## src/rtl/core/tdq_pkg.sv

```systemverilog
// shared types and constants of the timer deadline queue
package tdq_pkg;

  localparam int unsigned QUEUE_DEPTH = 16;
  localparam int unsigned IDX_W = $clog2(QUEUE_DEPTH);
  localparam int unsigned CNT_W = $clog2(QUEUE_DEPTH + 1);

  typedef enum logic [1:0] {
    CMD_INSERT = 2'd0,
    CMD_TICK   = 2'd1,
    CMD_CANCEL = 2'd2,
    CMD_CLEAR  = 2'd3
  } cmd_e;

  typedef enum logic [1:0] {
    KIND_ACK       = 2'd0,
    KIND_EXPIRED   = 2'd1,
    KIND_TICK_DONE = 2'd2
  } kind_e;

  typedef struct packed {
    logic [31:0] deadline;
    logic        wrap;
    logic [7:0]  task_tag;
    logic [15:0] group_tag;
  } entry_t;

  typedef enum logic [2:0] {
    DP_NOP      = 3'd0,
    DP_INSERT   = 3'd1,
    DP_CLEAR    = 3'd2,
    DP_CAN_STEP = 3'd3,
    DP_POP      = 3'd4,
    DP_FIX      = 3'd5,
    DP_ACK      = 3'd6,
    DP_TICK_FIN = 3'd7
  } dp_op_e;

  typedef struct packed {
    dp_op_e op;
    logic   set_prev;
    logic   clr_scan;
  } dp_cmd_t;

  typedef struct packed {
    logic full;
    logic empty;
    logic scan_live;
    logic scan_match;
    logic head_live;
    logic head_due;
    logic time_back;
    logic out_free;
  } dp_sts_t;

endpackage

```

## src/rtl/core/tdq_if.sv

```systemverilog
// handshake channels of the timer deadline queue
interface tdq_in_if;
  logic        valid;
  logic        ready;
  logic [1:0]  cmd;
  logic [31:0] deadline;
  logic        past_wrap;
  logic [7:0]  task_tag;
  logic [15:0] group_tag;
  logic [31:0] now_time;
  modport source (output valid, cmd, deadline, past_wrap, task_tag, group_tag, now_time,
                  input ready);
  modport sink (input valid, cmd, deadline, past_wrap, task_tag, group_tag, now_time,
                output ready);
endinterface

interface tdq_out_if;
  logic        valid;
  logic        ready;
  logic [1:0]  kind;
  logic        status;
  logic [7:0]  expired_task;
  logic [15:0] expired_group;
  logic [31:0] wait_time;
  logic [4:0]  occupancy;
  logic        last;
  modport source (output valid, kind, status, expired_task, expired_group, wait_time,
                  occupancy, last, input ready);
  modport sink (input valid, kind, status, expired_task, expired_group, wait_time,
                occupancy, last, output ready);
endinterface

```

## src/rtl/core/tdq_datapath.sv

```systemverilog
// sorted entry array, scan counter, time registers and output word register
module tdq_datapath (
  input  logic             clk_i,
  input  logic             rst_ni,
  input  logic             latch_i,
  input  logic [31:0]      deadline_i,
  input  logic             past_wrap_i,
  input  logic [7:0]       task_tag_i,
  input  logic [15:0]      group_tag_i,
  input  logic [31:0]      now_time_i,
  input  tdq_pkg::dp_cmd_t cmd_i,
  output tdq_pkg::dp_sts_t sts_o,
  tdq_out_if.source        out_o
);
  import tdq_pkg::*;

  entry_t           entry_q [QUEUE_DEPTH];
  entry_t           entry_d [QUEUE_DEPTH];
  entry_t           prev_e  [QUEUE_DEPTH];
  entry_t           next_e  [QUEUE_DEPTH];
  logic [CNT_W-1:0] count_q, count_d, scan_q, scan_d;
  logic [IDX_W-1:0] sidx;
  logic [31:0]      prev_time_q, prev_time_d, now_q;
  entry_t           key_q, fix_e, ins_e;
  logic [QUEUE_DEPTH-1:0] lt;
  logic [CNT_W-1:0] limit, rm_at;

  logic             ov_q, ov_d;
  logic [1:0]       kind_q, kind_d;
  logic             status_q, status_d, last_q, last_d;
  logic [7:0]       task_q, task_d;
  logic [15:0]      group_q, group_d;
  logic [31:0]      wait_q, wait_d;
  logic [CNT_W-1:0] occ_q, occ_d;
  logic             emit, out_free, full, do_ins, do_rm;

  assign sidx     = scan_q[IDX_W-1:0];
  assign out_free = !ov_q || out_o.ready;
  assign full     = count_q >= CNT_W'(QUEUE_DEPTH);

  always_comb begin
    fix_e      = entry_q[sidx];
    fix_e.wrap = 1'b0;
  end

  // neighbors for one-place shifts up and down
  always_comb begin
    prev_e[0] = entry_q[0];
    for (int i = 1; i < QUEUE_DEPTH; i++) prev_e[i] = entry_q[i-1];
    for (int i = 0; i < QUEUE_DEPTH - 1; i++) next_e[i] = entry_q[i+1];
    next_e[QUEUE_DEPTH-1] = entry_q[QUEUE_DEPTH-1];
  end

  // entries that stay in front of the new one
  always_comb begin
    for (int i = 0; i < QUEUE_DEPTH; i++) begin
      if (cmd_i.op == DP_FIX) begin
        lt[i] = (CNT_W'(i) < scan_q) && (entry_q[i].deadline < fix_e.deadline);
      end else if (entry_q[i].wrap == key_q.wrap) begin
        lt[i] = (CNT_W'(i) < count_q) && (entry_q[i].deadline < key_q.deadline);
      end else begin
        lt[i] = (CNT_W'(i) < count_q) && key_q.wrap;
      end
    end
  end

  always_comb begin
    entry_d     = entry_q;
    count_d     = count_q;
    scan_d      = scan_q;
    prev_time_d = prev_time_q;
    emit        = 1'b0;
    do_ins      = 1'b0;
    do_rm       = 1'b0;
    rm_at       = '0;
    ins_e       = key_q;
    limit       = count_q + CNT_W'(1);
    kind_d      = KIND_ACK;
    status_d    = 1'b0;
    task_d      = '0;
    group_d     = '0;
    wait_d      = '0;
    occ_d       = count_q;
    last_d      = 1'b1;
    case (cmd_i.op)
      DP_INSERT: begin
        emit     = 1'b1;
        status_d = full;
        if (!full) begin
          do_ins  = 1'b1;
          count_d = count_q + CNT_W'(1);
          occ_d   = count_d;
        end
      end
      DP_CLEAR: begin
        emit    = 1'b1;
        count_d = '0;
        occ_d   = '0;
      end
      DP_CAN_STEP: begin
        if (entry_q[sidx].group_tag == key_q.group_tag) begin
          do_rm   = 1'b1;
          rm_at   = scan_q;
          count_d = count_q - CNT_W'(1);
        end else begin
          scan_d = scan_q + CNT_W'(1);
        end
      end
      DP_POP: begin
        emit    = 1'b1;
        do_rm   = 1'b1;
        count_d = count_q - CNT_W'(1);
        kind_d  = KIND_EXPIRED;
        task_d  = entry_q[0].task_tag;
        group_d = entry_q[0].group_tag;
        occ_d   = count_d;
        last_d  = 1'b0;
      end
      DP_FIX: begin
        do_ins = 1'b1;
        ins_e  = fix_e;
        limit  = scan_q + CNT_W'(1);
        scan_d = scan_q + CNT_W'(1);
      end
      DP_ACK: emit = 1'b1;
      DP_TICK_FIN: begin
        emit   = 1'b1;
        kind_d = KIND_TICK_DONE;
        wait_d = (count_q != '0) ? entry_q[0].deadline - now_q : 32'd0;
      end
      default: ;
    endcase
    for (int i = 0; i < QUEUE_DEPTH; i++) begin
      if (do_ins && (CNT_W'(i) < limit) && !lt[i]) begin
        if (i == 0) entry_d[i] = ins_e;
        else entry_d[i] = lt[(i == 0) ? 0 : i - 1] ? ins_e : prev_e[i];
      end
      if (do_rm && (CNT_W'(i) >= rm_at)) entry_d[i] = next_e[i];
    end
    if (cmd_i.set_prev) prev_time_d = now_q;
    if (cmd_i.clr_scan) scan_d = '0;
  end

  always_comb begin
    if (emit) ov_d = 1'b1;
    else if (out_o.ready) ov_d = 1'b0;
    else ov_d = ov_q;
  end

  always_ff @(posedge clk_i or negedge rst_ni) begin
    if (!rst_ni) begin
      count_q     <= '0;
      scan_q      <= '0;
      prev_time_q <= '0;
      ov_q        <= 1'b0;
    end else begin
      count_q     <= count_d;
      scan_q      <= scan_d;
      prev_time_q <= prev_time_d;
      ov_q        <= ov_d;
    end
  end

  always_ff @(posedge clk_i) begin
    entry_q <= entry_d;
    if (latch_i) begin
      key_q <= '{deadline: deadline_i, wrap: past_wrap_i, task_tag: task_tag_i,
                 group_tag: group_tag_i};
      now_q <= now_time_i;
    end
    if (emit) begin
      kind_q   <= kind_d;
      status_q <= status_d;
      task_q   <= task_d;
      group_q  <= group_d;
      wait_q   <= wait_d;
      occ_q    <= occ_d;
      last_q   <= last_d;
    end
  end

  assign out_o.valid         = ov_q;
  assign out_o.kind          = kind_q;
  assign out_o.status        = status_q;
  assign out_o.expired_task  = task_q;
  assign out_o.expired_group = group_q;
  assign out_o.wait_time     = wait_q;
  assign out_o.occupancy     = 5'(occ_q);
  assign out_o.last          = last_q;

  assign sts_o.full       = full;
  assign sts_o.empty      = (count_q == '0);
  assign sts_o.scan_live  = scan_q < count_q;
  assign sts_o.scan_match = entry_q[sidx].group_tag == key_q.group_tag;
  assign sts_o.head_live  = (count_q != '0) && !entry_q[0].wrap;
  assign sts_o.head_due   = entry_q[0].deadline <= now_q;
  assign sts_o.time_back  = prev_time_q > now_q;
  assign sts_o.out_free   = out_free;

endmodule

```

## src/rtl/core/tdq_ctrl.sv

```systemverilog
// command sequencer of the timer deadline queue
module tdq_ctrl (
  input  logic             clk_i,
  input  logic             rst_ni,
  input  logic             in_valid_i,
  input  logic [1:0]       in_cmd_i,
  output logic             in_ready_o,
  output logic             latch_o,
  input  tdq_pkg::dp_sts_t sts_i,
  output tdq_pkg::dp_cmd_t cmd_o
);
  import tdq_pkg::*;

  typedef enum logic [8:0] {
    S_IDLE = 9'b000000001,
    S_INS  = 9'b000000010,
    S_CLR  = 9'b000000100,
    S_CAN  = 9'b000001000,
    S_TCHK = 9'b000010000,
    S_WEXP = 9'b000100000,
    S_WFIX = 9'b001000000,
    S_EXP  = 9'b010000000,
    S_FIN  = 9'b100000000
  } state_e;

  state_e state_q, state_d;

  assign in_ready_o = (state_q == S_IDLE);
  assign latch_o    = in_valid_i && in_ready_o;

  always_comb begin
    state_d        = state_q;
    cmd_o.op       = DP_NOP;
    cmd_o.set_prev = 1'b0;
    cmd_o.clr_scan = 1'b0;
    case (state_q)
      S_IDLE: begin
        if (latch_o) begin
          cmd_o.clr_scan = 1'b1;
          case (cmd_e'(in_cmd_i))
            CMD_INSERT: state_d = S_INS;
            CMD_TICK:   state_d = S_TCHK;
            CMD_CANCEL: state_d = S_CAN;
            CMD_CLEAR:  state_d = S_CLR;
            default:    state_d = S_IDLE;
          endcase
        end
      end
      S_INS: if (sts_i.out_free) begin
        cmd_o.op = DP_INSERT;
        state_d  = S_IDLE;
      end
      S_CLR: if (sts_i.out_free) begin
        cmd_o.op = DP_CLEAR;
        state_d  = S_IDLE;
      end
      S_CAN: begin
        if (sts_i.scan_live) begin
          cmd_o.op = DP_CAN_STEP;
        end else if (sts_i.out_free) begin
          cmd_o.op = DP_ACK;
          state_d  = S_IDLE;
        end
      end
      S_TCHK: begin
        if (sts_i.empty) begin
          state_d = S_FIN;
        end else begin
          cmd_o.set_prev = 1'b1;
          state_d        = sts_i.time_back ? S_WEXP : S_EXP;
        end
      end
      // time went backwards: unwrapped entries all sit in front
      S_WEXP: begin
        if (!sts_i.head_live) begin
          state_d = S_WFIX;
        end else if (sts_i.out_free) begin
          cmd_o.op = DP_POP;
        end
      end
      S_WFIX: begin
        if (sts_i.scan_live) cmd_o.op = DP_FIX;
        else state_d = S_EXP;
      end
      S_EXP: begin
        if (!(sts_i.head_live && sts_i.head_due)) begin
          state_d = S_FIN;
        end else if (sts_i.out_free) begin
          cmd_o.op = DP_POP;
        end
      end
      S_FIN: if (sts_i.out_free) begin
        cmd_o.op = DP_TICK_FIN;
        state_d  = S_IDLE;
      end
      default: state_d = S_IDLE;
    endcase
  end

  always_ff @(posedge clk_i or negedge rst_ni) begin
    if (!rst_ni) state_q <= S_IDLE;
    else state_q <= state_d;
  end

endmodule

```

## src/rtl/core/timer_deadline_queue_top.sv

```systemverilog
// timer deadline queue: top level
// Keeps up to 16 timer entries sorted by wrap flag and deadline in flip-flops.
// One word is taken at a time. Insert and clear need no scan, and cancel scans
// the entries one by one. A tick on an empty queue only reports; otherwise it
// pops each expired entry, and after a backwards time step it first pops the
// unwrapped entries and re-sorts the wrapped ones; each step is a state of the
// sequencer over the shared entry array. A result word is held in an output
// register and the sequencer stalls while it is not taken.
module timer_deadline_queue_top (
  input  logic      clk_i,
  input  logic      rst_ni,
  tdq_in_if.sink    in_i,
  tdq_out_if.source out_o
);
  import tdq_pkg::*;

  dp_cmd_t dp_cmd;
  dp_sts_t dp_sts;
  logic    latch;
  logic    in_ready;

  assign in_i.ready = in_ready;

  tdq_ctrl u_ctrl (
    .clk_i      (clk_i),
    .rst_ni     (rst_ni),
    .in_valid_i (in_i.valid),
    .in_cmd_i   (in_i.cmd),
    .in_ready_o (in_ready),
    .latch_o    (latch),
    .sts_i      (dp_sts),
    .cmd_o      (dp_cmd)
  );

  tdq_datapath u_dp (
    .clk_i       (clk_i),
    .rst_ni      (rst_ni),
    .latch_i     (latch),
    .deadline_i  (in_i.deadline),
    .past_wrap_i (in_i.past_wrap),
    .task_tag_i  (in_i.task_tag),
    .group_tag_i (in_i.group_tag),
    .now_time_i  (in_i.now_time),
    .cmd_i       (dp_cmd),
    .sts_o       (dp_sts),
    .out_o       (out_o)
  );

endmodule

```

## src/flat_wrapper.sv

```systemverilog
// flat-port wrapper written by rule: the top's interface ports become plain ports
module timer_deadline_queue_top_flat import tdq_pkg::*;
  (clk_i, rst_ni, in_i_valid, in_i_cmd, in_i_deadline, in_i_past_wrap, in_i_task_tag, in_i_group_tag, in_i_now_time, in_i_ready, out_o_valid, out_o_kind, out_o_status, out_o_expired_task, out_o_expired_group, out_o_wait_time, out_o_occupancy, out_o_last, out_o_ready);
  tdq_in_if in_i_i ();
  tdq_out_if out_o_i ();
  input  logic clk_i;
  input  logic rst_ni;
  input wire logic [$bits(in_i_i.valid)-1:0] in_i_valid;
  input wire logic [$bits(in_i_i.cmd)-1:0] in_i_cmd;
  input wire logic [$bits(in_i_i.deadline)-1:0] in_i_deadline;
  input wire logic [$bits(in_i_i.past_wrap)-1:0] in_i_past_wrap;
  input wire logic [$bits(in_i_i.task_tag)-1:0] in_i_task_tag;
  input wire logic [$bits(in_i_i.group_tag)-1:0] in_i_group_tag;
  input wire logic [$bits(in_i_i.now_time)-1:0] in_i_now_time;
  output wire logic [$bits(in_i_i.ready)-1:0] in_i_ready;
  output wire logic [$bits(out_o_i.valid)-1:0] out_o_valid;
  output wire logic [$bits(out_o_i.kind)-1:0] out_o_kind;
  output wire logic [$bits(out_o_i.status)-1:0] out_o_status;
  output wire logic [$bits(out_o_i.expired_task)-1:0] out_o_expired_task;
  output wire logic [$bits(out_o_i.expired_group)-1:0] out_o_expired_group;
  output wire logic [$bits(out_o_i.wait_time)-1:0] out_o_wait_time;
  output wire logic [$bits(out_o_i.occupancy)-1:0] out_o_occupancy;
  output wire logic [$bits(out_o_i.last)-1:0] out_o_last;
  input wire logic [$bits(out_o_i.ready)-1:0] out_o_ready;
  assign in_i_i.valid = in_i_valid;
  assign in_i_i.cmd = in_i_cmd;
  assign in_i_i.deadline = in_i_deadline;
  assign in_i_i.past_wrap = in_i_past_wrap;
  assign in_i_i.task_tag = in_i_task_tag;
  assign in_i_i.group_tag = in_i_group_tag;
  assign in_i_i.now_time = in_i_now_time;
  assign in_i_ready = in_i_i.ready;
  assign out_o_valid = out_o_i.valid;
  assign out_o_kind = out_o_i.kind;
  assign out_o_status = out_o_i.status;
  assign out_o_expired_task = out_o_i.expired_task;
  assign out_o_expired_group = out_o_i.expired_group;
  assign out_o_wait_time = out_o_i.wait_time;
  assign out_o_occupancy = out_o_i.occupancy;
  assign out_o_last = out_o_i.last;
  assign out_o_i.ready = out_o_ready;
  timer_deadline_queue_top u_core (.clk_i(clk_i), .rst_ni(rst_ni), .in_i(in_i_i), .out_o(out_o_i));
endmodule
```

## config.mk

```make
export PLATFORM = sky130hd
export DESIGN_NAME = timer_deadline_queue_top_flat
export DESIGN_NICKNAME = d
export VERILOG_FILES = /design/src/rtl/core/tdq_pkg.sv /design/src/rtl/core/tdq_if.sv /design/src/rtl/core/tdq_datapath.sv /design/src/rtl/core/tdq_ctrl.sv /design/src/rtl/core/timer_deadline_queue_top.sv /design/src/flat_wrapper.sv
export SDC_FILE = /design/constraint.sdc
export NUM_CORES = 2
export LEC_CHECK = 0
export ABC_AREA = 0
export BUFFER_PORTS_ARGS = -buffer_cell sky130_fd_sc_hd__buf_2
export CAP_MARGIN = 20
export CELL_PAD_IN_SITES_DETAIL_PLACEMENT = 2
export CELL_PAD_IN_SITES_GLOBAL_PLACEMENT = 2
export CORE_MARGIN = 2
export CORE_UTILIZATION = 47
export DETAILED_ROUTE_END_ITERATION = 8
export PLACE_DENSITY = 0.84
export SYNTH_ARGS = -nofsm -noshare
export SYNTH_HDL_FRONTEND = slang
export SYNTH_SLANG_ARGS = --single-unit
```

## constraint.sdc

```tcl
create_clock -name clk_i -period 19.26 [get_ports clk_i]
set_clock_uncertainty 0.1 [all_clocks]
set_input_delay 1.926 -clock clk_i [delete_from_list [all_inputs] [get_ports clk_i]]
set_output_delay 1.926 -clock clk_i [all_outputs]
set_load 0.005 [all_outputs]
```

**Word-level counts from Yosys, hierarchy flattened**

Cells that the tools add are included.

- Latch bits: 0
- Register bits: 1118
- Output and inout bits: 67
- Logic and storage cells: 501
- ROM bits: 0
- RAM bits: 0
- Memories: 0

- Muxes and demuxes: 124
- Order comparisons: 101
- Bitwise operators: 2
- Add/subtract/negate cells: 4
- Shifts and indexed selects: 0
- Multipliers: 0
- Div/mod/pow operators: 0
- Equal/unequal tests: 43
- Reduce and logical (&&, ||, !) cells: 146

Operator list:

| kind | count |
|---|---|
| 2-to-1 mux 57 bit | 48 |
| < comparator 32 bit | 32 |
| binary-select mux 57 bit (select 4 bit) | 1 |
| < comparator 4 x 5 -> 1 bit, first input constant | 24 |
| logical AND 1 bit | 99 |
| 2-to-1 mux 9 bit | 7 |
| case mux 9 bit (7 select lines) | 1 |
| < comparator 3 x 5 -> 1 bit, first input constant | 12 |
| 2-to-1 mux 1 bit | 43 |
| greater-or-equal comparator 4 x 5 -> 1 bit, first input constant | 8 |
| case mux 9 bit (4 select lines) | 1 |
| 2-to-1 mux 5 bit | 7 |
| > comparator 32 bit | 1 |
| <= comparator 32 bit | 1 |
| nonzero test 2 bit | 16 |
| subtractor 32 bit | 1 |
| < comparator 1 x 5 -> 1 bit, first input constant | 6 |
| < comparator 2 x 5 -> 1 bit, first input constant | 6 |
| 2-to-1 mux 3 bit | 7 |
| case mux 3 bit (7 select lines) | 1 |
| greater-or-equal comparator 3 x 5 -> 1 bit, first input constant | 4 |
| case mux 5 bit (4 select lines) | 1 |
| logical NOT 1 bit | 18 |
| equality test 1 bit | 16 |
| other kinds (42) | 59 |

**Depth between registers and ports, before layout**

- Depth after elaboration: 12
- Mapped depth: 27

**Hierarchy**

From an unflattened synthesis, not the netlist that was laid out.

- Cell total of the unflattened synthesis: 7756
- Area total of the unflattened synthesis: 88612.5 µm²

By module, submodules not included:

| module | instances | cells each | sequential area each (µm²) | area each (µm²) |
|---|---|---|---|---|
| tdq_datapath | 1 | 7662 | 33086.7 | 87845.5 |
| tdq_ctrl | 1 | 94 | 226.5 | 767.0 |

**Worst setup path before layout**

OpenSTA, ideal clock, no wires.

- Kind: flip-flop to flip-flop
- From: reg u_core.u_dp.scan_q[1]
- To: reg u_core.u_dp.entry_q[855] (netlist name) (enable)
- Arrival time: 9351 ps
- Slack: 9253 ps
- Stages on the path, launching flop included: 22
- Buffers on the path: 9
- Cells stage by stage: dfrtp_1 buf_6 buf_4 buf_4 buf_2 buf_4 buf_2 mux2_2 a22oi_1 o22ai_1 o21ai_0 ha_1 and4_1 nand2_1 a2111oi_0 or4_1 o221ai_1 or2_1 buf_2 buf_4 buf_2 o31ai_1

- Word-level cells in the longest chain between the ends: 10
- Elaborated cells between the ends (all ways): 31
- Those cells by class: add/sub (1); order compare (5); eq/ne (5); mux (13); bitwise (1); reduce/logical (6)

RTL lines:

| what | line | source |
|---|---|---|
| start: declaration | tdq_datapath.sv:21 | `logic [CNT_W-1:0] count_q, count_d, scan_q, scan_d;` |
| start signal: assignment | tdq_datapath.sv:158 | `scan_q <= scan_d;` |
| inverter 4 -> 5 bit | n/a |  |
| binary-select mux 57 bit (select 4 bit) | n/a |  |
| 2-to-1 mux 57 bit (2 in series) | n/a |  |
| < comparator 32 bit / equality test 16 bit (equally long branches) | n/a |  |
| logical AND 1 bit / 2-to-1 mux 5 bit (equally long branches) | tdq_datapath.sv:58, tdq_datapath.sv:101 |  |
| 2-to-1 mux 1 bit / 2-to-1 mux 5 bit (equally long branches) | tdq_datapath.sv:57, tdq_datapath.sv:85 |  |
| logical NOT 1 bit / greater-or-equal comparator 1 x 5 -> 1 bit (equally long branches) | tdq_datapath.sv:134, tdq_datapath.sv:138 |  |
| logical AND 1 bit (on tied branches) | tdq_datapath.sv:134, tdq_datapath.sv:138 |  |
| nonzero test 2 bit (no source line) * | n/a |  |
| end signal: assignment | tdq_datapath.sv:165 | `entry_q <= entry_d;` |
| end: declaration | tdq_datapath.sv:17 | `entry_t entry_q [QUEUE_DEPTH];` |

Every way passes the cells marked *; elsewhere a longest branch is shown, timed or not. The select of a mux whose other input is x is not followed.
A chain may end at the register's enable or synchronous reset.

**Worst setup path in the final report**

- From: reg u_core.u_dp.scan_q[2]
- To: reg u_core.u_dp.entry_q[898] (netlist name) (enable)

Same word-level chain as after synthesis.

==> impl_metrics.py <==
metrics = {
    "clock_tree": {
        "cts_root_buffer": "clkbuf_16",
        "cts.reportedPaths.clkPinSlew_ns": 0.06,
        "numClockSinks": 1118,
        "h-tree-depth": 4,
        "numCtsBuffers": 141,
        "hold_buffers": 0,
        "clock_latency_ns": 0.89,
        "cts-resized-gates": 0,
        "clock_path_buffers": 3,
        "post_cts_buffers": 0,
        "cts_tree": "yes",
    },
    "detailed_routing": {
        "first_pass_iters": 8,
        "drt_iter0_markers": 11100,
        "vias": 81800,
        "wl_per_cell_um": 43.7,
        "viasPerCell": 7.61,
        "detail-route-antenna-nets": 0,
        "drc": 0,
        "wl_um": 470000,
    },
    "global_route": {
        "track_usage_pct": 49.2,
        "antenna_found_initial": 36,
        "grt_pass1_vias": 85900,
        "grt_max_degree": 116,
        "grt_first_pass_wirelength_um": 656000,
        "grt_overflow": 0,
    },
    "yosys": {
        "synth-seq-cells": 1118,
        "synth_top_area_share_pct": 37.3,
        "synth_edf_count": 1066,
        "yosysUniqueCellTypes": 100,
        "synth-main-ff-cell": "edfxtp_1",
        "yosys_warnings": 0,
        "ys_seq_area_share_pct": 38.9,
        "netlist_area_mm2": 0.0857,
        "syn_avg_cell_area_um2": 10.4,
        "synth_area_leaders": "edfxtp_1, ha_1, mux2i_1",
        "syn-num-nets": 9343,
        "synth_top_area_cell": "edfxtp_1",
        "async_flop_share_pct": 4.65,
        "synth_cells": 8213,
    },
    "placed_design": {
        "postPlaceCellArea_mm2": 0.0897,
        "portBuffers": 161,
        "dp_hpwl_um": 310000,
        "gp_congestion": 1.01,
    },
    "die": {
        "core_area_mm2": 0.181,
        "rows": 156,
        "dieArea_mm2": 0.186,
        "fp.dieH_um": 431,
        "die_w_um": 431,
        "pin_count": 162,
        "initial_core_util_pct": 47.4,
    },
    "timing": {
        "slew_violations": 0,
        "tightest_slew_ns": 1.50,
        "hold_viol_final": 0,
        "fmax_mhz": 101,
        "period_share_pct": 51.2,
        "setup_viol": 0,
        "setup_tns_ns": 0,
        "grt_setup_unrepaired": "no",
        "whs_ns": 0.405,
        "max-slew-margin-rel_pct": 0.145,
        "period_minus_slack_ns": 9.86,
    },
    "setup_path": {
        "rrSetupSlack_ns": 9.40,
        "timing.rr.end": "u_core.u_dp.entry_q[898]$_DFFE_PP_",
        "critPathKind": "flip-flop to flip-flop",
        "cpMaxStageDelayCell": "dfrtp_4",
        "arrival_ns": 10.17,
        "cp_max_fo": 43,
        "crit_family": "buffers and inverters",
        "critPathMaxStageDelay_ns": 1.01,
        "reg2reg_from": "u_core.u_dp.scan_q[2]$_DFFE_PN0P_",
        "worstPathRequired_ns": 19.56,
        "path_buf_inv": 7,
        "end_kind": "flip-flop",
        "crit_chain": "buf_4, buf_4, buf_4, mux2_2, a221oi_1, o32ai_1, a31oi_2, buf_4, ha_1, nor2b_1, o21ai_0, or4b_1, or4_1, o221ai_1, or2_4, buf_4, o31ai_4, buf_4, buf_4",
        "cp-start-kind": "flip-flop",
        "reg2regPathDepth": 19,
        "crit_path_frequent_cell": "buf_4",
    },
    "run_status": {
        "status": "completed",
    },
    "worst_hold_path": {
        "hp-class": "flip-flop to flip-flop",
        "holdPathStages": 2,
        "holdPathEnd": "u_core.u_dp.prev_time_q[20]$_DFFE_PN0P_",
        "hold_start": "u_core.u_dp.prev_time_q[20]$_DFFE_PN0P_",
    },
    "final_layout": {
        "utilization_pct": 52.2,
        "final_nets": 9389,
        "finalInstanceArea_mm2": 0.0945,
        "layout-drive-gt1-share_pct": 13.6,
        "synthToLayoutAreaGrowth_pct": 10.2,
        "fill_cells": 18100,
        "final_common_cell": "edfxtp_1",
        "final_cell_mix": "edfxtp_1, ha_1, o21ai_0, nand2_1, mux2i_1",
    },
    "flow_run": {
        "cap_violations": 0,
    },
    "power_and_ir_drop": {
        "irDropWorstVdd_mv": 0.106,
        "p_leak_nw": 36.9,
        "cellPowerDensity_mw_per_mm2": 153,
    },
}
[Yosys cell counts, types with 32 or more instances]
| cell | n |
|---|---|
| edfxtp_1 | 1066 |
| ha_1 | 1034 |
| o21ai_0 | 1008 |
| nand2_1 | 979 |
| mux2i_1 | 814 |
| a21oi_1 | 455 |
| mux2_2 | 292 |
| nor2_1 | 279 |
| clkbuf_1 | 255 |
| a21o_1 | 229 |
| buf_2 | 178 |
| nand4_1 | 167 |
| inv_1 | 125 |
| nand2b_1 | 94 |
| a221oi_1 | 91 |
| mux4_2 | 75 |
| nor3_1 | 64 |
| a211oi_1 | 61 |
| nand3_1 | 60 |
| dfrtp_1 | 51 |
| nor2b_1 | 51 |
| a22oi_1 | 42 |
| o21ai_1 | 42 |
| mux2_4 | 40 |
| o211ai_1 | 36 |
| a31oi_1 | 35 |
| buf_1 | 35 |
| o21a_1 | 35 |
| xnor2_1 | 34 |
| a221o_1 | 32 |
[per-layer routing]
layer  routed length [um]  part of all wire [%]  GRT usage, %
met1               171000                    36          60.0
met2               200000                    43          72.8
met3                55600                    12          14.5
met4                43500                   9.2          38.5
met5                  205                 0.044             0
[final cells by class]
type / count / area, um2 / share of cell area (%)
tap: 2370 / 2970 / 3.14
clock inverter: 90 / 847 / 0.897
timing repair buffer: 406 / 2780 / 2.94
inverter: 127 / 484 / 0.513
antenna: 14 / 35.0 / 0.0371
multi-input combinational: 6465 / 50400 / 53.3
sequential: 1118 / 33300 / 35.3
clock buffer: 168 / 3670 / 3.89
[state kept, by name (all words and copies together) (netlist names)]
register,flops
u_core.u_dp.key_q,57
u_core.u_dp.scan_q,5
u_core.u_dp.out_o.expired_task,8
u_core.u_dp.now_q,32
u_core.u_dp.count_q,5
u_core.u_dp.out_o.last,1
u_core.u_dp.prev_time_q,32
u_core.u_dp.out_o.valid,1
u_core.u_dp.out_o.wait_time,32
u_core.u_ctrl.state_q,9
u_core.u_dp.out_o.expired_group,16
u_core.u_dp.out_o.status,1
u_core.u_dp.out_o.occupancy,5
u_core.u_dp.out_o.kind,2
u_core.u_dp.entry_q,912
[logic make-up (layout without fill, tap and decap cells)]
group	count (synthesis)	count (layout)	synth area share, %
compound gates	2309	2309	16.4
flops	1118	1118	38.9
buf+inv	630	791	3.24
mux	1223	1223	16.1
other cells	0	14	0
simple gates	1835	1835	9.69
fa+ha+maj	1045	1045	15.2
xor+xnor	53	53	0.542
[where the power goes]
part           switching [mW]  leakage, nW  total, mW  internal [mW]
logic                    5.24         24.4       7.87           2.63
registers               0.456         10.3       3.81           3.36
clock network            1.26         2.20       2.76           1.50
total                    6.96         36.9       14.4           7.49
[tightest hold or removal path: stages, from the launching register on]
cell	delay, ns
dfrtp_1	0.36
nand2_1	0.05
o21ai_0	0.06
[worst max-delay path by stage]
stage          cells after the start                              start                                  to  slack (ns)
6_report                          19  u_core.u_dp.scan_q[2]$_DFFE_PN0P_  u_core.u_dp.entry_q[898]$_DFFE_PP_        9.40
5_1_grt                           19  u_core.u_dp.scan_q[0]$_DFFE_PN0P_  u_core.u_dp.entry_q[889]$_DFFE_PP_        9.50
4_1_cts                           21  u_core.u_dp.scan_q[0]$_DFFE_PN0P_  u_core.u_dp.entry_q[482]$_DFFE_PP_        9.79
3_5_place_dp                      21  u_core.u_dp.scan_q[0]$_DFFE_PN0P_  u_core.u_dp.entry_q[478]$_DFFE_PP_        9.94
3_3_place_gp                      19  u_core.u_dp.scan_q[0]$_DFFE_PN0P_  u_core.u_dp.entry_q[889]$_DFFE_PP_        9.26
2_1_floorplan                     21  u_core.u_dp.scan_q[1]$_DFFE_PN0P_  u_core.u_dp.entry_q[855]$_DFFE_PP_        9.25
[per-stage QoR]
step / setup slack, ns / power [mW] / instances
detailed placement: 9.94 / 11.1 / 10500
finish: 9.40 / 14.4 / 10800
global placement: 9.26 / 10.5 / 10500
CTS: 9.79 / 14.0 / 10700
global route: 9.50 / 14.8 / 10700
floorplan: 9.25 / 8.01 / 8213
Power figures use the tool's default switching activity.
